--- src/eds_pkg.sv ---
package eds_pkg;

	localparam int TS_W     = 32;
	localparam int ZONE_W   = 17;
	localparam int SUM_W    = 33;
	localparam int YEAR_W   = 12;
	localparam int MONTH_W  = 4;
	localparam int DAY_W    = 5;
	localparam int HOUR_W   = 5;
	localparam int MINUTE_W = 6;
	localparam int DOY_W    = 9;

	localparam logic signed [ZONE_W-1:0] ZONE_RESET = 17'sd19800;

	// 86400 = 2^7 * 675
	localparam int DAY_SHIFT   = 7;
	localparam int DAY_ODD     = 675;
	localparam int DAYS_W      = 16;
	localparam int SOD_W       = 17;
	localparam int DAYS_CYCLE  = 1461;
	localparam int CYCLE_W     = 6;
	localparam int DIC_W       = 11;
	localparam int SECS_HOUR   = 3600;
	localparam int SOH_W       = 12;
	localparam int SECS_MINUTE = 60;

	localparam logic [YEAR_W-1:0] EPOCH_YEAR = 12'd1970;
	// day offsets of the years in a four-year cycle starting 1970; 1972 is leap
	localparam logic [DIC_W-1:0] YEAR1_START = 11'd365;
	localparam logic [DIC_W-1:0] YEAR2_START = 11'd730;
	localparam logic [DIC_W-1:0] YEAR3_START = 11'd1096;
	localparam logic [1:0]       LEAP_INDEX  = 2'd2;

	localparam logic [MONTH_W-1:0] JAN = 4'd1;
	localparam logic [MONTH_W-1:0] DEC = 4'd12;

	function automatic logic [DOY_W-1:0] month_start(input logic [MONTH_W-1:0] m,
			input logic leap);
		logic [DOY_W-1:0] base;
		base = '0;
		unique case (m)
			4'd2:    base = 9'd31;
			4'd3:    base = 9'd59;
			4'd4:    base = 9'd90;
			4'd5:    base = 9'd120;
			4'd6:    base = 9'd151;
			4'd7:    base = 9'd181;
			4'd8:    base = 9'd212;
			4'd9:    base = 9'd243;
			4'd10:   base = 9'd273;
			4'd11:   base = 9'd304;
			4'd12:   base = 9'd334;
			default: base = '0;
		endcase
		if (m > 4'd2 && leap) begin
			base = base + 9'd1;
		end
		return base;
	endfunction

endpackage

--- src/eds_divc.sv ---
// constant divisor: reciprocal estimate, then one correction step
module eds_divc #(
	parameter int W  = 16,
	parameter int D  = 3,
	parameter int QW = 16,
	parameter int RW = 2
) (
	input  logic          clk,
	input  logic          en,
	input  logic [W-1:0]  x,
	output logic [QW-1:0] q,
	output logic [RW-1:0] r
);

	localparam logic [W-1:0] MV = W'((64'd1 << W) / D);
	localparam logic [W-1:0] DV = W'(D);

	logic [2*W-1:0] prod;
	logic [W-1:0]   qe_s1;
	logic [W-1:0]   x_s1;
	logic [W-1:0]   qd;
	logic [W-1:0]   r0;
	logic           ge;

	assign prod = {{W{1'b0}}, x} * {{W{1'b0}}, MV};

	always_ff @(posedge clk) begin
		if (en) begin
			qe_s1 <= prod[2*W-1:W];
			x_s1  <= x;
		end
	end

	// estimate is low by at most one
	assign qd = qe_s1 * DV;
	assign r0 = x_s1 - qd;
	assign ge = (r0 >= DV);

	always_ff @(posedge clk) begin
		if (en) begin
			q <= QW'(qe_s1 + W'(ge));
			r <= RW'(ge ? r0 - DV : r0);
		end
	end

endmodule

--- src/eds_date.sv ---
// day within four-year cycle -> year, month, day of month
module eds_date (
	input  logic                           clk,
	input  logic                           en,
	input  logic [eds_pkg::CYCLE_W-1:0]    cyc,
	input  logic [eds_pkg::DIC_W-1:0]      dic,
	output logic [eds_pkg::YEAR_W-1:0]     year,
	output logic [eds_pkg::MONTH_W-1:0]    month,
	output logic [eds_pkg::DAY_W-1:0]      day_of_month
);

	logic [1:0]                    yi;
	logic [eds_pkg::DIC_W-1:0]     ystart;
	logic [eds_pkg::YEAR_W-1:0]    year_s1;
	logic [eds_pkg::DOY_W-1:0]     doy_s1;
	logic                          leap_s1;
	logic [eds_pkg::MONTH_W-1:0]   mon;
	logic [eds_pkg::DOY_W-1:0]     mstart;

	always_comb begin
		priority if (dic >= eds_pkg::YEAR3_START) begin
			yi     = 2'd3;
			ystart = eds_pkg::YEAR3_START;
		end else if (dic >= eds_pkg::YEAR2_START) begin
			yi     = 2'd2;
			ystart = eds_pkg::YEAR2_START;
		end else if (dic >= eds_pkg::YEAR1_START) begin
			yi     = 2'd1;
			ystart = eds_pkg::YEAR1_START;
		end else begin
			yi     = 2'd0;
			ystart = '0;
		end
	end

	always_ff @(posedge clk) begin
		if (en) begin
			year_s1 <= eds_pkg::EPOCH_YEAR + eds_pkg::YEAR_W'({cyc, 2'b00})
				+ eds_pkg::YEAR_W'(yi);
			doy_s1  <= eds_pkg::DOY_W'(dic - ystart);
			leap_s1 <= (yi == eds_pkg::LEAP_INDEX);
		end
	end

	always_comb begin
		mon = eds_pkg::JAN;
		for (int m = 2; m <= 12; m++) begin
			if (doy_s1 >= eds_pkg::month_start(eds_pkg::MONTH_W'(m), leap_s1)) begin
				mon = eds_pkg::MONTH_W'(m);
			end
		end
		mstart = eds_pkg::month_start(mon, leap_s1);
	end

	always_ff @(posedge clk) begin
		if (en) begin
			year         <= year_s1;
			month        <= mon;
			day_of_month <= eds_pkg::DAY_W'(doy_s1 - mstart + 9'd1);
		end
	end

endmodule

--- src/epoch_seconds_to_calendar.sv ---
// Pipeline: 7 register stages; an accepted request is offered as a result from the
// last stage register.
// Throughput: one request per cycle; stages advance together and hold while
// the output register is full and not taken.
// Reset: arst_n clears all stage valid bits and loads the zone offset with
// 19800 s; data registers are not reset.
module epoch_seconds_to_calendar (
	input  logic        clk,
	input  logic        arst_n,
	input  logic        s_axis_tvalid,
	output logic        s_axis_tready,
	input  logic [31:0] s_axis_tdata,  // [31:0] epoch_seconds
	output logic        m_axis_tvalid,
	input  logic        m_axis_tready,
	output logic [31:0] m_axis_tdata,  // year[11:0], month[15:12], day_of_month[20:16],
	                                   // hour[25:21], minute[31:26]
	input  logic        cfg_we,
	input  logic [16:0] cfg_wdata      // zone_offset_seconds, signed
);

	logic signed [eds_pkg::ZONE_W-1:0] zone_q;
	logic                              en;
	logic                              v_s1, v_s2, v_s3, v_s4, v_s5, v_s6, v_s7;
	logic signed [eds_pkg::SUM_W:0]    sum;
	logic [eds_pkg::SUM_W-1:0]         t_s1;
	logic [eds_pkg::DAY_SHIFT-1:0]     lo_s2, lo_s3;
	logic [eds_pkg::DAYS_W-1:0]        days_s3;
	logic [9:0]                        rday_s3;
	logic [eds_pkg::SOD_W-1:0]         sod;
	logic [eds_pkg::CYCLE_W-1:0]       cyc_s5;
	logic [eds_pkg::DIC_W-1:0]         dic_s5;
	logic [eds_pkg::HOUR_W-1:0]        hour_s5, hour_s6, hour_s7;
	logic [eds_pkg::SOH_W-1:0]         soh_s5;
	logic [eds_pkg::MINUTE_W-1:0]      minute_s7;
	logic [eds_pkg::MINUTE_W-1:0]      second_s7;
	logic [eds_pkg::YEAR_W-1:0]        year_s7;
	logic [eds_pkg::MONTH_W-1:0]       month_s7;
	logic [eds_pkg::DAY_W-1:0]         day_s7;

	always_ff @(posedge clk or negedge arst_n) begin
		if (!arst_n) begin
			zone_q <= eds_pkg::ZONE_RESET;
		end else if (cfg_we) begin
			zone_q <= cfg_wdata;
		end
	end

	assign en            = !v_s7 || m_axis_tready;
	assign s_axis_tready = en;
	assign m_axis_tvalid = v_s7;

	always_ff @(posedge clk or negedge arst_n) begin
		if (!arst_n) begin
			v_s1 <= 1'b0;
			v_s2 <= 1'b0;
			v_s3 <= 1'b0;
			v_s4 <= 1'b0;
			v_s5 <= 1'b0;
			v_s6 <= 1'b0;
			v_s7 <= 1'b0;
		end else if (en) begin
			v_s1 <= s_axis_tvalid;
			v_s2 <= v_s1;
			v_s3 <= v_s2;
			v_s4 <= v_s3;
			v_s5 <= v_s4;
			v_s6 <= v_s5;
			v_s7 <= v_s6;
		end
	end

	// offset add, negative sum clamps to zero
	assign sum = $signed({2'b00, s_axis_tdata})
		+ $signed({{(eds_pkg::SUM_W+1-eds_pkg::ZONE_W){zone_q[eds_pkg::ZONE_W-1]}}, zone_q});

	always_ff @(posedge clk) begin
		if (en) begin
			t_s1 <= sum[eds_pkg::SUM_W] ? '0 : sum[eds_pkg::SUM_W-1:0];
		end
	end

	eds_divc #(
		.W (eds_pkg::SUM_W - eds_pkg::DAY_SHIFT),
		.D (eds_pkg::DAY_ODD),
		.QW(eds_pkg::DAYS_W),
		.RW(10)
	) u_days (
		.clk(clk),
		.en (en),
		.x  (t_s1[eds_pkg::SUM_W-1:eds_pkg::DAY_SHIFT]),
		.q  (days_s3),
		.r  (rday_s3)
	);

	always_ff @(posedge clk) begin
		if (en) begin
			lo_s2   <= t_s1[eds_pkg::DAY_SHIFT-1:0];
			lo_s3   <= lo_s2;
			hour_s6 <= hour_s5;
			hour_s7 <= hour_s6;
		end
	end

	assign sod = {rday_s3, lo_s3};

	eds_divc #(
		.W (eds_pkg::DAYS_W),
		.D (eds_pkg::DAYS_CYCLE),
		.QW(eds_pkg::CYCLE_W),
		.RW(eds_pkg::DIC_W)
	) u_cycle (
		.clk(clk),
		.en (en),
		.x  (days_s3),
		.q  (cyc_s5),
		.r  (dic_s5)
	);

	eds_divc #(
		.W (eds_pkg::SOD_W),
		.D (eds_pkg::SECS_HOUR),
		.QW(eds_pkg::HOUR_W),
		.RW(eds_pkg::SOH_W)
	) u_hour (
		.clk(clk),
		.en (en),
		.x  (sod),
		.q  (hour_s5),
		.r  (soh_s5)
	);

	eds_divc #(
		.W (eds_pkg::SOH_W),
		.D (eds_pkg::SECS_MINUTE),
		.QW(eds_pkg::MINUTE_W),
		.RW(eds_pkg::MINUTE_W)
	) u_minute (
		.clk(clk),
		.en (en),
		.x  (soh_s5),
		.q  (minute_s7),
		.r  (second_s7)
	);

	eds_date u_date (
		.clk         (clk),
		.en          (en),
		.cyc         (cyc_s5),
		.dic         (dic_s5),
		.year        (year_s7),
		.month       (month_s7),
		.day_of_month(day_s7)
	);

	assign m_axis_tdata = {minute_s7, hour_s7, day_s7, month_s7, year_s7};

	a_accept_enters: assert property (@(posedge clk) disable iff (!arst_n)
		(s_axis_tvalid && s_axis_tready) |=> v_s1)
		else $error("accepted request did not enter stage 1");

	a_date_range: assert property (@(posedge clk) disable iff (!arst_n)
		m_axis_tvalid |-> (month_s7 >= eds_pkg::JAN && month_s7 <= eds_pkg::DEC
			&& day_s7 != 5'd0 && year_s7 >= eds_pkg::EPOCH_YEAR && year_s7 <= 12'd2106))
		else $error("date out of range");

	a_time_range: assert property (@(posedge clk) disable iff (!arst_n)
		m_axis_tvalid |-> (hour_s7 <= 5'd23 && minute_s7 <= 6'd59 && second_s7 <= 6'd59))
		else $error("time of day out of range");

	a_stall_holds: assert property (@(posedge clk) disable iff (!arst_n)
		(v_s7 && !m_axis_tready) |=> (v_s7 && $stable(v_s6) && $stable(v_s1)))
		else $error("pipeline moved during stall");

endmodule

--- config.mk ---
export PLATFORM = sky130hd
export DESIGN_NAME = epoch_seconds_to_calendar
export DESIGN_NICKNAME = d
export VERILOG_FILES = /design/src/eds_pkg.sv /design/src/eds_divc.sv /design/src/eds_date.sv /design/src/epoch_seconds_to_calendar.sv
export SDC_FILE = /design/constraint.sdc
export NUM_CORES = 1
export LEC_CHECK = 0
export BUFFER_PORTS_ARGS = -buffer_cell sky130_fd_sc_hd__buf_2
export CAP_MARGIN = 20
export CORE_UTILIZATION = 41
export DETAILED_ROUTE_END_ITERATION = 10
export PLACE_DENSITY = 0.65
export SLEW_MARGIN = 5
export SYNTH_ARGS = -nofsm -noshare
export SYNTH_HDL_FRONTEND = slang
export SYNTH_SLANG_ARGS = --single-unit
export TNS_END_PERCENT = 20
--- constraint.sdc ---
create_clock -name clk -period 8.95 [get_ports clk]
set_input_delay 0.4475 -clock clk [delete_from_list [all_inputs] [get_ports clk]]
set_output_delay 0.4475 -clock clk [all_outputs]
set_load 0.02 [all_outputs]
# Word level (Yosys, flattened, before mapping)
# Memory sizes are Yosys's and may differ from the RTL's.
# Index checks and enable logic that the tools add are counted.
dict set report classes {
  n_addsub 18
  mul 8
  magnitude_cmp 19
  n_eq_ne 1
  mux 31
  n_reduce_logical 3
}
# op n
set ops {}
lappend ops {{2-to-1 mux 4 bit} 11}
lappend ops {{multiplier 26 x 15 -> 41 bit, second input constant} 1}
lappend ops {{greater-or-equal comparator 9 x 8 -> 1 bit} 4}
lappend ops {{adder 33 x 17 -> 34 bit} 1}
lappend ops {{greater-or-equal comparator 9 bit} 3}
lappend ops {{2-to-1 mux 9 bit} 3}
lappend ops {{greater-or-equal comparator 26 x 10 -> 1 bit, second input constant} 1}
lappend ops {{multiplier 17 x 10 -> 26 bit, second input constant} 1}
lappend ops {{subtractor 26 bit} 1}
lappend ops {{multiplier 17 x 4 -> 21 bit, second input constant} 1}
lappend ops {{multiplier 16 x 4 -> 20 bit, second input constant} 1}
lappend ops {{greater-or-equal comparator 9 x 7 -> 1 bit} 2}
lappend ops {{greater-or-equal comparator 17 x 12 -> 1 bit, second input constant} 1}
lappend ops {{multiplier 12 x 5 -> 17 bit, second input constant} 1}
lappend ops {{subtractor 17 bit} 1}
lappend ops {{adder 16 x 1 -> 16 bit} 1}
lappend ops {{greater-or-equal comparator 16 x 11 -> 1 bit, second input constant} 1}
lappend ops {{multiplier 6 x 11 -> 16 bit, second input constant} 1}
lappend ops {{subtractor 16 bit} 1}
lappend ops {{multiplier 6 x 8 -> 13 bit, second input constant} 1}
lappend ops {{adder 11 x 8 -> 12 bit, first input constant} 1}
lappend ops {{adder 12 x 2 -> 12 bit} 1}
lappend ops {{adder 6 x 1 -> 6 bit} 2}
lappend ops {{greater-or-equal comparator 12 x 6 -> 1 bit, second input constant} 1}
lappend ops {{26 further kinds} 37}
dict set report word_totals {
  regBits 297
  rom_bits 144
  inputBits 54
  wordCells 115
  memories 1
}
# name depth word_bits rd rd_ports_with_merged_regs wr line_no
set mem_list {}
lappend mem_list {{(name not given)} 16 9 1 0 0 eds_pkg.sv:41} ;# unique case (m)

# Depth between registers and ports, before layout
# Gate-level depths: netlist of run 1.
dict set report logic_depth {
  word_depth 17
  depth_mapped 27
}

# By module
# From an unflattened synthesis of run 1, not the netlist that was laid out.
dict set report hier_totals {
  cells_unflattened 2860
  hier_area_um2 30397.9
}
# module instances cells_per_inst area_each_um2 seq_area_each_um2
set by_module_without_submodules {}
lappend by_module_without_submodules {{eds_divc at u_days} 1 1211 12509.5 2072.0}
lappend by_module_without_submodules {{eds_divc at u_cycle} 1 470 4614.4 1171.1}
lappend by_module_without_submodules {epoch_seconds_to_calendar 1 413 4611.9 2321.0}
lappend by_module_without_submodules {{eds_divc at u_hour} 1 294 3318.2 1201.2}
lappend by_module_without_submodules {eds_date 1 254 2830.2 1291.2}
lappend by_module_without_submodules {{eds_divc at u_minute} 1 218 2513.7 930.9}

# Worst setup path after synthesis of run 1
# Ideal clock, no wire load.
dict set report synth_timing {
  path_kind {reg-to-reg}
  start {register v_s7, in the netlist m_axis_tvalid}
  end {register hour_s6[0] in the netlist's numbering (enable)}
  setup_ps 626
  arrival_ps 6105
  t_required_ps 8324
  path_slack_ps 2219
  stages_incl_launch_ff 4
  path_buffers 1
  period_less_slack_ps 6731
  path_cell_list {dfrtp_1 -> nor2b_1 -> clkbuf_1 -> inv_1}
}
dict set report synth_between {
  elab_chain_cells 2
}
# element line_no
set synth_rtl {}
lappend synth_rtl {{from (decl)} epoch_seconds_to_calendar.sv:23} ;# logic v_s1, v_s2, v_s3, v_s4, v_s5, v_s6, v_s7;
lappend synth_rtl {{from (signal assigned)} epoch_seconds_to_calendar.sv:68} ;# v_s7 <= v_s6;
lappend synth_rtl {{zero test 1 bit} epoch_seconds_to_calendar.sv:48} ;# assign en = !v_s7 || m_axis_tready;
lappend synth_rtl {{logical OR 1 bit} epoch_seconds_to_calendar.sv:48}
lappend synth_rtl {{named net s_axis_tready} epoch_seconds_to_calendar.sv:11} ;# output logic s_axis_tready,
lappend synth_rtl {{to (signal assigned)} epoch_seconds_to_calendar.sv:99} ;# hour_s6 <= hour_s5;
lappend synth_rtl {{to (decl)} epoch_seconds_to_calendar.sv:32} ;# logic [eds_pkg::HOUR_W-1:0] hour_s5, hour_s6, hour_s7;
# The timed path passes the listed nets, and every way through them passes these cells.
# A chain may end at the register's enable or synchronous reset.

# Worst setup path in the final report of run 1
dict set report layout_timing {
  start {register u_days.qe_s1[7]}
  end {register u_days.q[15], data pin}
}
dict set report layout_between {
  elab_chain_cells 4
}
# element line_no
set layout_rtl {}
lappend layout_rtl {{from (decl)} eds_divc.sv:19} ;# logic [W-1:0] qe_s1;
lappend layout_rtl {{from (signal assigned)} eds_divc.sv:29} ;# qe_s1 <= prod[2*W-1:W];
lappend layout_rtl {{multiplier 17 x 10 -> 26 bit} eds_divc.sv:35} ;# assign qd = qe_s1 * DV;
lappend layout_rtl {{subtractor 26 bit} eds_divc.sv:36} ;# assign r0 = x_s1 - qd;
lappend layout_rtl {{greater-or-equal comparator 26 x 10 -> 1 bit} eds_divc.sv:37} ;# assign ge = (r0 >= DV);
lappend layout_rtl {{adder 16 x 1 -> 16 bit (*)} eds_divc.sv:41} ;# q <= QW'(qe_s1 + W'(ge));
lappend layout_rtl {{to (signal assigned)} eds_divc.sv:41}
lappend layout_rtl {{to (decl)} eds_divc.sv:11} ;# output logic [QW-1:0] q,
# Mark *: on every way between the ends. The rest lies on a longest branch, timed or not.

==> results of run 1 <==
cell usage after synthesis, drive strengths merged, types with 5 or more instances:
library cell / number / area, sq um
a2111oi: 10 / 95.09
a211o: 9 / 78.83
a211oi: 23 / 182.7
a21boi: 5 / 37.54
a21o: 43 / 322.8
a21oi: 124 / 620.6
a31oi: 16 / 100.1
a41o: 9 / 90.09
and2: 13 / 81.33
and3: 14 / 87.58
buf: 6 / 42.54
clkbuf: 16 / 61.30
dfrtp: 17 / 425.4
dfstp: 7 / 183.9
edfxtp: 271 / 8138
fa: 217 / 4344
ha: 515 / 6444
inv: 506 / 1899
mux2: 24 / 270.3
mux2i: 6 / 60.06
nand2: 109 / 409.1
nand2b: 26 / 162.7
nand3: 28 / 140.1
nand3b: 5 / 37.54
nand4: 19 / 118.9
nor2: 113 / 431.7
nor2b: 25 / 156.4
nor3: 30 / 150.1
nor3b: 5 / 37.54
nor4: 13 / 102.6
o211ai: 14 / 105.1
o21a: 25 / 187.7
o21ai: 93 / 469.2
o21bai: 19 / 142.6
o311ai: 5 / 43.79
o31a: 6 / 52.55
o31ai: 7 / 71.32
or2: 10 / 62.56
or3: 9 / 56.30
or4: 5 / 37.54
xnor2: 114 / 1006
xor2: 74 / 648.1
cell families (layout without fill, tap and decap cells):
logic type               count (synthesis)  after routing  synth area share
AO/OA/AOI/OAI                          447            447            0.1039
XOR/XNOR                               188            188           0.05773
adder cells (fa/ha/maj)                732            732            0.3765
buffers and inverters                  528            665           0.06991
flip-flops                             295            295            0.3053
multiplexers                            30             30           0.01153
AND/OR/NAND/NOR                        432            432           0.07511
layer usage:
layer / track usage / routed length (microns) / up-vias
li1: - / - / 9360
met1: 0.2173 / 26420 / 9228
met2: 0.2953 / 28310 / 325
met3: 0.02070 / 1960 / 72
met4: 0.04085 / 1127 / 0
met5: 0 / 0 / -
critical path, stage by stage (launching register included):
cell,delay [ps]
sky130_fd_sc_hd__edfxtp_1,600
sky130_fd_sc_hd__ha_1,400
sky130_fd_sc_hd__fa_1,540
sky130_fd_sc_hd__fa_1,450
sky130_fd_sc_hd__fa_1,510
sky130_fd_sc_hd__fa_1,540
sky130_fd_sc_hd__inv_1,60
sky130_fd_sc_hd__ha_1,330
sky130_fd_sc_hd__a211o_1,340
sky130_fd_sc_hd__a21oi_1,270
sky130_fd_sc_hd__or4b_1,460
sky130_fd_sc_hd__o211ai_1,100
sky130_fd_sc_hd__a211oi_1,70
sky130_fd_sc_hd__nor4_1,430
sky130_fd_sc_hd__nand4_1,150
sky130_fd_sc_hd__nand4bb_1,350
sky130_fd_sc_hd__ha_1,310
sky130_fd_sc_hd__nand3_1,140
sky130_fd_sc_hd__nor2_1,70
sky130_fd_sc_hd__and3_1,210
sky130_fd_sc_hd__nor2b_1,160
sky130_fd_sc_hd__nand4_1,110
sky130_fd_sc_hd__xnor2_1,80
sequential cells by signal (all words and copies together), names as in the netlist, 16 cells and up:
name / cells
t_s1: 33
u_days.x_s1: 26
u_days.qe_s1: 17
u_hour.x_s1: 17
zone_q: 17
u_cycle.x_s1: 16
u_days.q: 16
final cells by class:
cell class | count | area [sq um]
fillers | 6263 | 37330
multi-input cells | 1829 | 17900
flip-flops and latches | 295 | 8747
inverters | 506 | 1907
well taps | 931 | 1165
clock buffers | 47 | 1036
repair buffers | 92 | 475.5
clock inverters | 20 | 266.5
cells in the final DEF (no fill, tap or decap), types with 21 or more instances in the layout:
cell type and n:
sky130_fd_sc_hd__nor2b_1 25, sky130_fd_sc_hd__edfxtp_1 271, sky130_fd_sc_hd__o21ai_0 91, sky130_fd_sc_hd__nor3_1 30, sky130_fd_sc_hd__a211oi_1 21, sky130_fd_sc_hd__xnor2_1 113, sky130_fd_sc_hd__a21o_1 43, sky130_fd_sc_hd__ha_1 515
sky130_fd_sc_hd__xor2_1 74, sky130_fd_sc_hd__inv_1 505, sky130_fd_sc_hd__fa_1 217, sky130_fd_sc_hd__nand2_1 109, sky130_fd_sc_hd__nand3_1 28, sky130_fd_sc_hd__mux2_2 23, sky130_fd_sc_hd__nor2_1 112, sky130_fd_sc_hd__clkbuf_16 39
sky130_fd_sc_hd__o21a_1 25, sky130_fd_sc_hd__a21oi_1 124, sky130_fd_sc_hd__nand2b_1 26, sky130_fd_sc_hd__buf_2 87
through the flow:
step	area (sq um)	std cells	setup slack, ps
after floorplan	28650	2652	2219
after global placement	30190	3652	2029
after detailed placement	30190	3652	2009
after CTS	31500	3720	1924
after global routing	31500	3720	1665
final	31500	3720	1975
how the worst min path moves through the flow:
stage                     endpoint  slack, ps
floorplan            m_axis_tvalid        150
global placement    u_date.year[9]        400
detailed placement        lo_s3[2]        400
finish                   zone_q[1]        110
CTS                      zone_q[1]         70
global route             zone_q[1]         90
==> out/summary.log, run 1 <==
INFO  outcome        result_of_the_run=finished clean
INFO  timing         slew_viol_final=0
INFO  clock_tree     clkLatencyLatePin=570ps
INFO  placement      place.gp.congestion=0.8853
INFO  cells_and_area antennaDiodeCount=0
INFO  hold_path      hold_depth=3
INFO  grt            global_route_wire_length_before_repair=97.30mm
INFO  setup_path     r2r-end=u_days.q[15]
INFO  clock_tree     ctsHtreeMaxLevel=2
INFO  logic_synthesis synthesis.area_per_instance=10.80squm
INFO  setup_path     r2r_setup_slack=1980ps
INFO  timing         final_hold_viol_count=0
INFO  die            floorplan.initialDensity=0.4163
INFO  grt            grt_pass1_vias=19700
INFO  clock_tree     clock_sinks=295
INFO  route          remaining_drc_errors=0
INFO  setup_path     crit_type=flip-flop to flip-flop
INFO  route          detailedRoute.firstIterationViolations=1063
INFO  hold_path      worstHoldPathType=input pin to flip-flop
INFO  logic_synthesis yosys_warning_total=0
INFO  setup_path     setup.worst_path.start=u_days.qe_s1[7]
INFO  timing         finalSetupTns=0ps
INFO  route          firstDrtPassIters=5
INFO  logic_synthesis post_synth_inst_count=2652
INFO  placement      port_buffers=87
INFO  logic_synthesis mappedNetlistNets=3438
INFO  timing         worst-slew-pin-transition=934.1ps
INFO  setup_path     crit_arrival=7250ps
INFO  flow_run       cap_violations=0
INFO  timing         timing.final.crit_share=0.7793
INFO  logic_synthesis seq_area_frac_synth=0.3053
INFO  setup_path     rr_worst_depth=22
INFO  route          routedWlPerCell=15.54microns
INFO  setup_path     cp-endpoint=u_days.q[15]
INFO  timing         setup_viol=0
INFO  clock_tree     clock_tree.buffer_depth=3
INFO  timing         fin_crit=6975ps
INFO  setup_path     worst_path_required=9220ps
INFO  route          route.antenna.remaining_nets=0
INFO  logic_synthesis prevailing_post_synth_register_cell=sky130_fd_sc_hd__edfxtp_1
INFO  logic_synthesis number_of_enable_flip_flop_cells_after_synthesis=271
INFO  logic_synthesis flops_latches_synth=295
INFO  clock_tree     tritoncts=yes
INFO  setup_path     startpoint_type=flip-flop
INFO  clock_tree     cts_made_buffers=38
INFO  hold_path      min_from=cfg_wdata[1]
INFO  cells_and_area post_route_cells_drive_above_1_share=0.07601
INFO  logic_synthesis fraction_of_synthesis_flops_using_an_asynchronous_set_or_reset_pin=0.08136
INFO  cells_and_area nNetsFinal=3548
INFO  setup_path     rr_startpoint=u_days.qe_s1[7]
INFO  logic_synthesis synth.lib_cells_used.distinct=89
INFO  die            coreArea=68830squm
INFO  grt            grt.total_usage=0.1676
INFO  timing         grt_setup_unrepaired=false
INFO  cells_and_area synthToLayoutAreaGrowth=9.935%
INFO  die            chipHeight=266.4microns
INFO  clock_tree     clock_slew_at_the_register_clock_pins_of_the_worst_setup_and_hold_paths=70ps
INFO  grt            grt_start_max_net_pins=133
INFO  route          drt-total-wl=57.81mm
INFO  grt            global_route_total_overflow=0
INFO  die            floorplan.io_pins=88
INFO  timing         finalHoldWorstSlack=105.0ps
INFO  die            design.die.area=70950squm
INFO  timing         worst_skew=28.62ps
INFO  route          routed_via_density=5.103
INFO  clock_tree     post_cts.resized_instances=0
INFO  setup_path     worstSetupEndpointType=flip-flop
INFO  setup_path     critical_path.max_fanout=9
INFO  placement      place.detailed.hpwl=47.17mm
INFO  grt            grt_antenna_before_repair=0
INFO  die            rows=96
INFO  timing         clock.fmax=143.4MHz
INFO  clock_tree     cts_setup_buffers=0
INFO  clock_tree     clock_tree.root_cell=sky130_fd_sc_hd__clkbuf_16
INFO  clock_tree     holdBufCountCts=1
INFO  timing         worst_rel_slew_slack=0.3772
INFO  cells_and_area finalCoreUtilization=0.4577
INFO  route          vias=18990
INFO  logic_synthesis synth_area=28650squm
INFO  die            die_w=266.4microns
Power of run 1 is left out: the tool's default activity adds up to more than one toggle a clock period on the data nets, which glitch-free logic cannot reach.
==> inputs of run 2 (changes only) <==
==> constraint.sdc (replaced) <==
create_clock -name clk -period 6.55 [get_ports clk]
set_input_delay 0.3275 -clock clk [delete_from_list [all_inputs] [get_ports clk]]
set_output_delay 0.3275 -clock clk [all_outputs]
set_load 0.02 [all_outputs]
==> out/summary.log, run 2 (synthesized netlist as in run 1, its figures left out) <==
INFO  timing         timing.final.crit_share=0.9552 [+0.1759]
INFO  route          met3WireLength=1.728mm [-12%]
INFO  cells_and_area post_route_cells_drive_above_1_share=0.09853 [+0.02252]
INFO  cells_and_area synthToLayoutAreaGrowth=12.32%
INFO  clock_tree     clkLatencyLatePin=570ps [about the same]
INFO  setup_path     crit_type=flip-flop to flip-flop
INFO  hold_path      worstHoldPathType=input pin to flip-flop
INFO  clock_tree     clock_sinks=295 [unchanged]
INFO  route          drt-met1-wl=26.36mm [-0.20%]
INFO  setup_path     worstSetupEndpointType=flip-flop
INFO  timing         grt_setup_unrepaired=true
INFO  route          route.antenna.remaining_nets=0 [unchanged]
INFO  die            design.die.area=70950squm [unchanged]
INFO  setup_path     startpoint_type=flip-flop
INFO  hold_path      min_from=cfg_we
INFO  timing         finalSetupTns=0ps [unchanged]
INFO  route          drt-total-wl=59.23mm [+2.4%]
INFO  timing         fin_crit=6257ps [-718.0 ps]
INFO  setup_path     rr_startpoint=u_days.qe_s1[3]
INFO  setup_path     setup.worst_path.start=u_days.qe_s1[3]
INFO  die            coreArea=68830squm [unchanged]
INFO  route          detailedRoute.firstIterationViolations=870 [-18%]
INFO  placement      place.detailed.hpwl=48.58mm [+3.0%]
INFO  die            die_w=266.4microns [unchanged]
INFO  grt            grt_start_max_net_pins=146 [+9.8%]
INFO  die            rows=96 [unchanged]
INFO  die            chipHeight=266.4microns [unchanged]
INFO  placement      detailed_place.area=30590squm [+1.3%]
INFO  cells_and_area largestRegisters=t_s1 (33), u_days.x_s1 (26)
INFO  route          firstDrtPassIters=6 [+1]
INFO  setup_path     r2r-end=u_days.q[15]
INFO  cells_and_area finish.cell_count_without_fillers=3793 [+2.0%]
INFO  route          routedWlPerCell=15.61microns [+0.47%]
INFO  hold_path      hold_depth=3 [unchanged]
INFO  clock_tree     ctsHtreeMaxLevel=2 [unchanged]
INFO  setup_path     crit_chain=ha_1 -> fa_1 -> fa_1 -> fa_1 -> fa_1 -> inv_1 -> ha_2 -> a21oi_2 -> nand3_1 -> a211o_1 -> a21o_1 -> a311oi_1 -> nor4_1 -> buf_4 -> nand4_1 -> nand4bb_4 -> ha_2 -> nand3_1 -> nor2_1 -> and3_1 -> nor2b_4 -> nand4_1 -> xnor2_1
INFO  die            floorplan.initialDensity=0.4163 [unchanged]
INFO  flow_run       cap_violations=0 [unchanged]
INFO  timing         worst-slew-pin-transition=843.3ps [-90.81 ps]
INFO  clock_tree     clock_slew_at_the_register_clock_pins_of_the_worst_setup_and_hold_paths=50ps [-20 ps]
INFO  timing         slew_viol_final=0 [unchanged]
INFO  clock_tree     cts_made_buffers=38 [unchanged]
INFO  route          metal2_wl=29.37mm [+3.8%]
INFO  die            floorplan.io_pins=88 [unchanged]
INFO  timing         clock.fmax=159.8MHz [+11%]
INFO  setup_path     rr_worst_depth=23 [+4.5%]
INFO  clock_tree     clock_tree.buffer_depth=3 [unchanged]
INFO  route          vias=19220 [+1.2%]
INFO  timing         setup_viol=0 [unchanged]
INFO  setup_path     critical-path-max-stage-delay=550ps [-50 ps]
INFO  grt            grt_pass1_vias=20330 [+3.2%]
INFO  cells_and_area largest_register=t_s1
INFO  setup_path     critical_path.max_fanout=6 [-3]
INFO  grt            global_route_total_overflow=0 [unchanged]
INFO  placement      port_buffers=87 [unchanged]
INFO  cells_and_area layout_commonest_cell=sky130_fd_sc_hd__ha_1
INFO  timing         worst_rel_slew_slack=0.4378 [+0.06054]
INFO  grt            grt.total_usage=0.1730 [+0.005411]
INFO  hold_path      min_to=zone_q[1]
INFO  cells_and_area nNetsFinal=3621 [+2.1%]
INFO  clock_tree     tritoncts=yes
INFO  cells_and_area antennaDiodeCount=0 [unchanged]
INFO  setup_path     r2r_setup_slack=290ps [-1680 ps]
INFO  cells_and_area final_area=32180squm [+2.2%]
INFO  placement      place.gp.congestion=0.9131 [+3.1%]
INFO  setup_path     worst_path_required=6830ps [-2390 ps]
INFO  timing         finalHoldWorstSlack=196.7ps [+91.65 ps]
INFO  placement      dpl.cell_count=3703 [+1.4%]
INFO  grt            grt_antenna_before_repair=0 [unchanged]
INFO  timing         final_hold_viol_count=0 [unchanged]
INFO  clock_tree     clock_tree.root_cell=sky130_fd_sc_hd__clkbuf_16
INFO  grt            global_route_wire_length_before_repair=100.1mm [+2.9%]
INFO  timing         worst_skew=31.52ps [+2.898 ps]
INFO  route          routed_via_density=5.066 [-0.73%]
INFO  cells_and_area mostFrequentLayoutCells=sky130_fd_sc_hd__ha_1, sky130_fd_sc_hd__inv_1, sky130_fd_sc_hd__edfxtp_1, sky130_fd_sc_hd__fa_1, sky130_fd_sc_hd__a21oi_1
INFO  setup_path     timing.critical_path.max_delay_family=adder cells
INFO  setup_path     path_buf_inv=2 [+1]
INFO  setup_path     cp_slowest_cell=sky130_fd_sc_hd__fa_1
INFO  route          remaining_drc_errors=0 [unchanged]
INFO  outcome        result_of_the_run=finished clean
INFO  setup_path     critical_path.most_common_cell=sky130_fd_sc_hd__fa_1
INFO  cells_and_area largest_reg_flops=33 [unchanged]
INFO  route          highest_layer=met4
INFO  setup_path     crit_arrival=6540ps [-710 ps]
[run 2: cell count changes in the layout (fill, tap and decap cells not counted), sizes merged]
cell | before | now
clkbuf | 47 | 44
dlygate4sd3 | 1 | 19
inv | 511 | 507
bufinv | 5 | 4
buf | 91 | 146
clkinvlp | 1 | 3
clkinv | 9 | 15
[run 2: timing repair]
action / 4_1_cts / 5_1_grt
setup endpoints to repair: 2 / 12
setup buffers: 1 / 3
resized for setup: 0 / 29
pin swaps: 1 / 9
endpoints found under the hold margin: 35 / 0
hold buffers: 19 / 0
[run 2: final cells by class]
cell class	count	area, sq um
Multi-Input combinational cell	1829	18030
Fill cell	6289	36640
Clock inverter	23	270.3
Sequential cell	295	8747
Tap cell	931	1165
Timing Repair Buffer	165	1094
Clock buffer	44	973.4
Inverter	506	1907
[run 2: stage by stage]
stage	utilization	setup slack, ps
final	0.4676	293.4
after global routing	0.4676	-18.73
after CTS	0.4654	18.89
after detailed placement	0.4445	3.473
after global placement	0.4445	89.13
after floorplan	-	399.6
[run 2: how the worst max path moves through the flow]
| stage | slack, ps | depth (start not counted) | to |
|---|---|---|---|
| after floorplan | 400 | 22 | u_days.q[15] |
| after global placement | 90 | 24 | u_days.q[15] |
| after detailed placement | 3 | 24 | u_days.q[15] |
| after CTS | 20 | 23 | u_days.q[15] |
| after global routing | -20 | 23 | u_days.q[15] |
| final | 290 | 23 | u_days.q[15] |
[run 2: tightest hold or removal path: stages]
cell	delay [ps]
sky130_fd_sc_hd__buf_2	220
sky130_fd_sc_hd__nand2_1	90
sky130_fd_sc_hd__o21ai_0	60
[run 2: layer usage]
layer  up-vias  GRT usage
met5         -          0
met1      9299     0.2175
met3        97    0.02061
met2       323     0.3086
li1       9497          -
met4         0    0.05266
Power of run 2 is left out for the same reason.
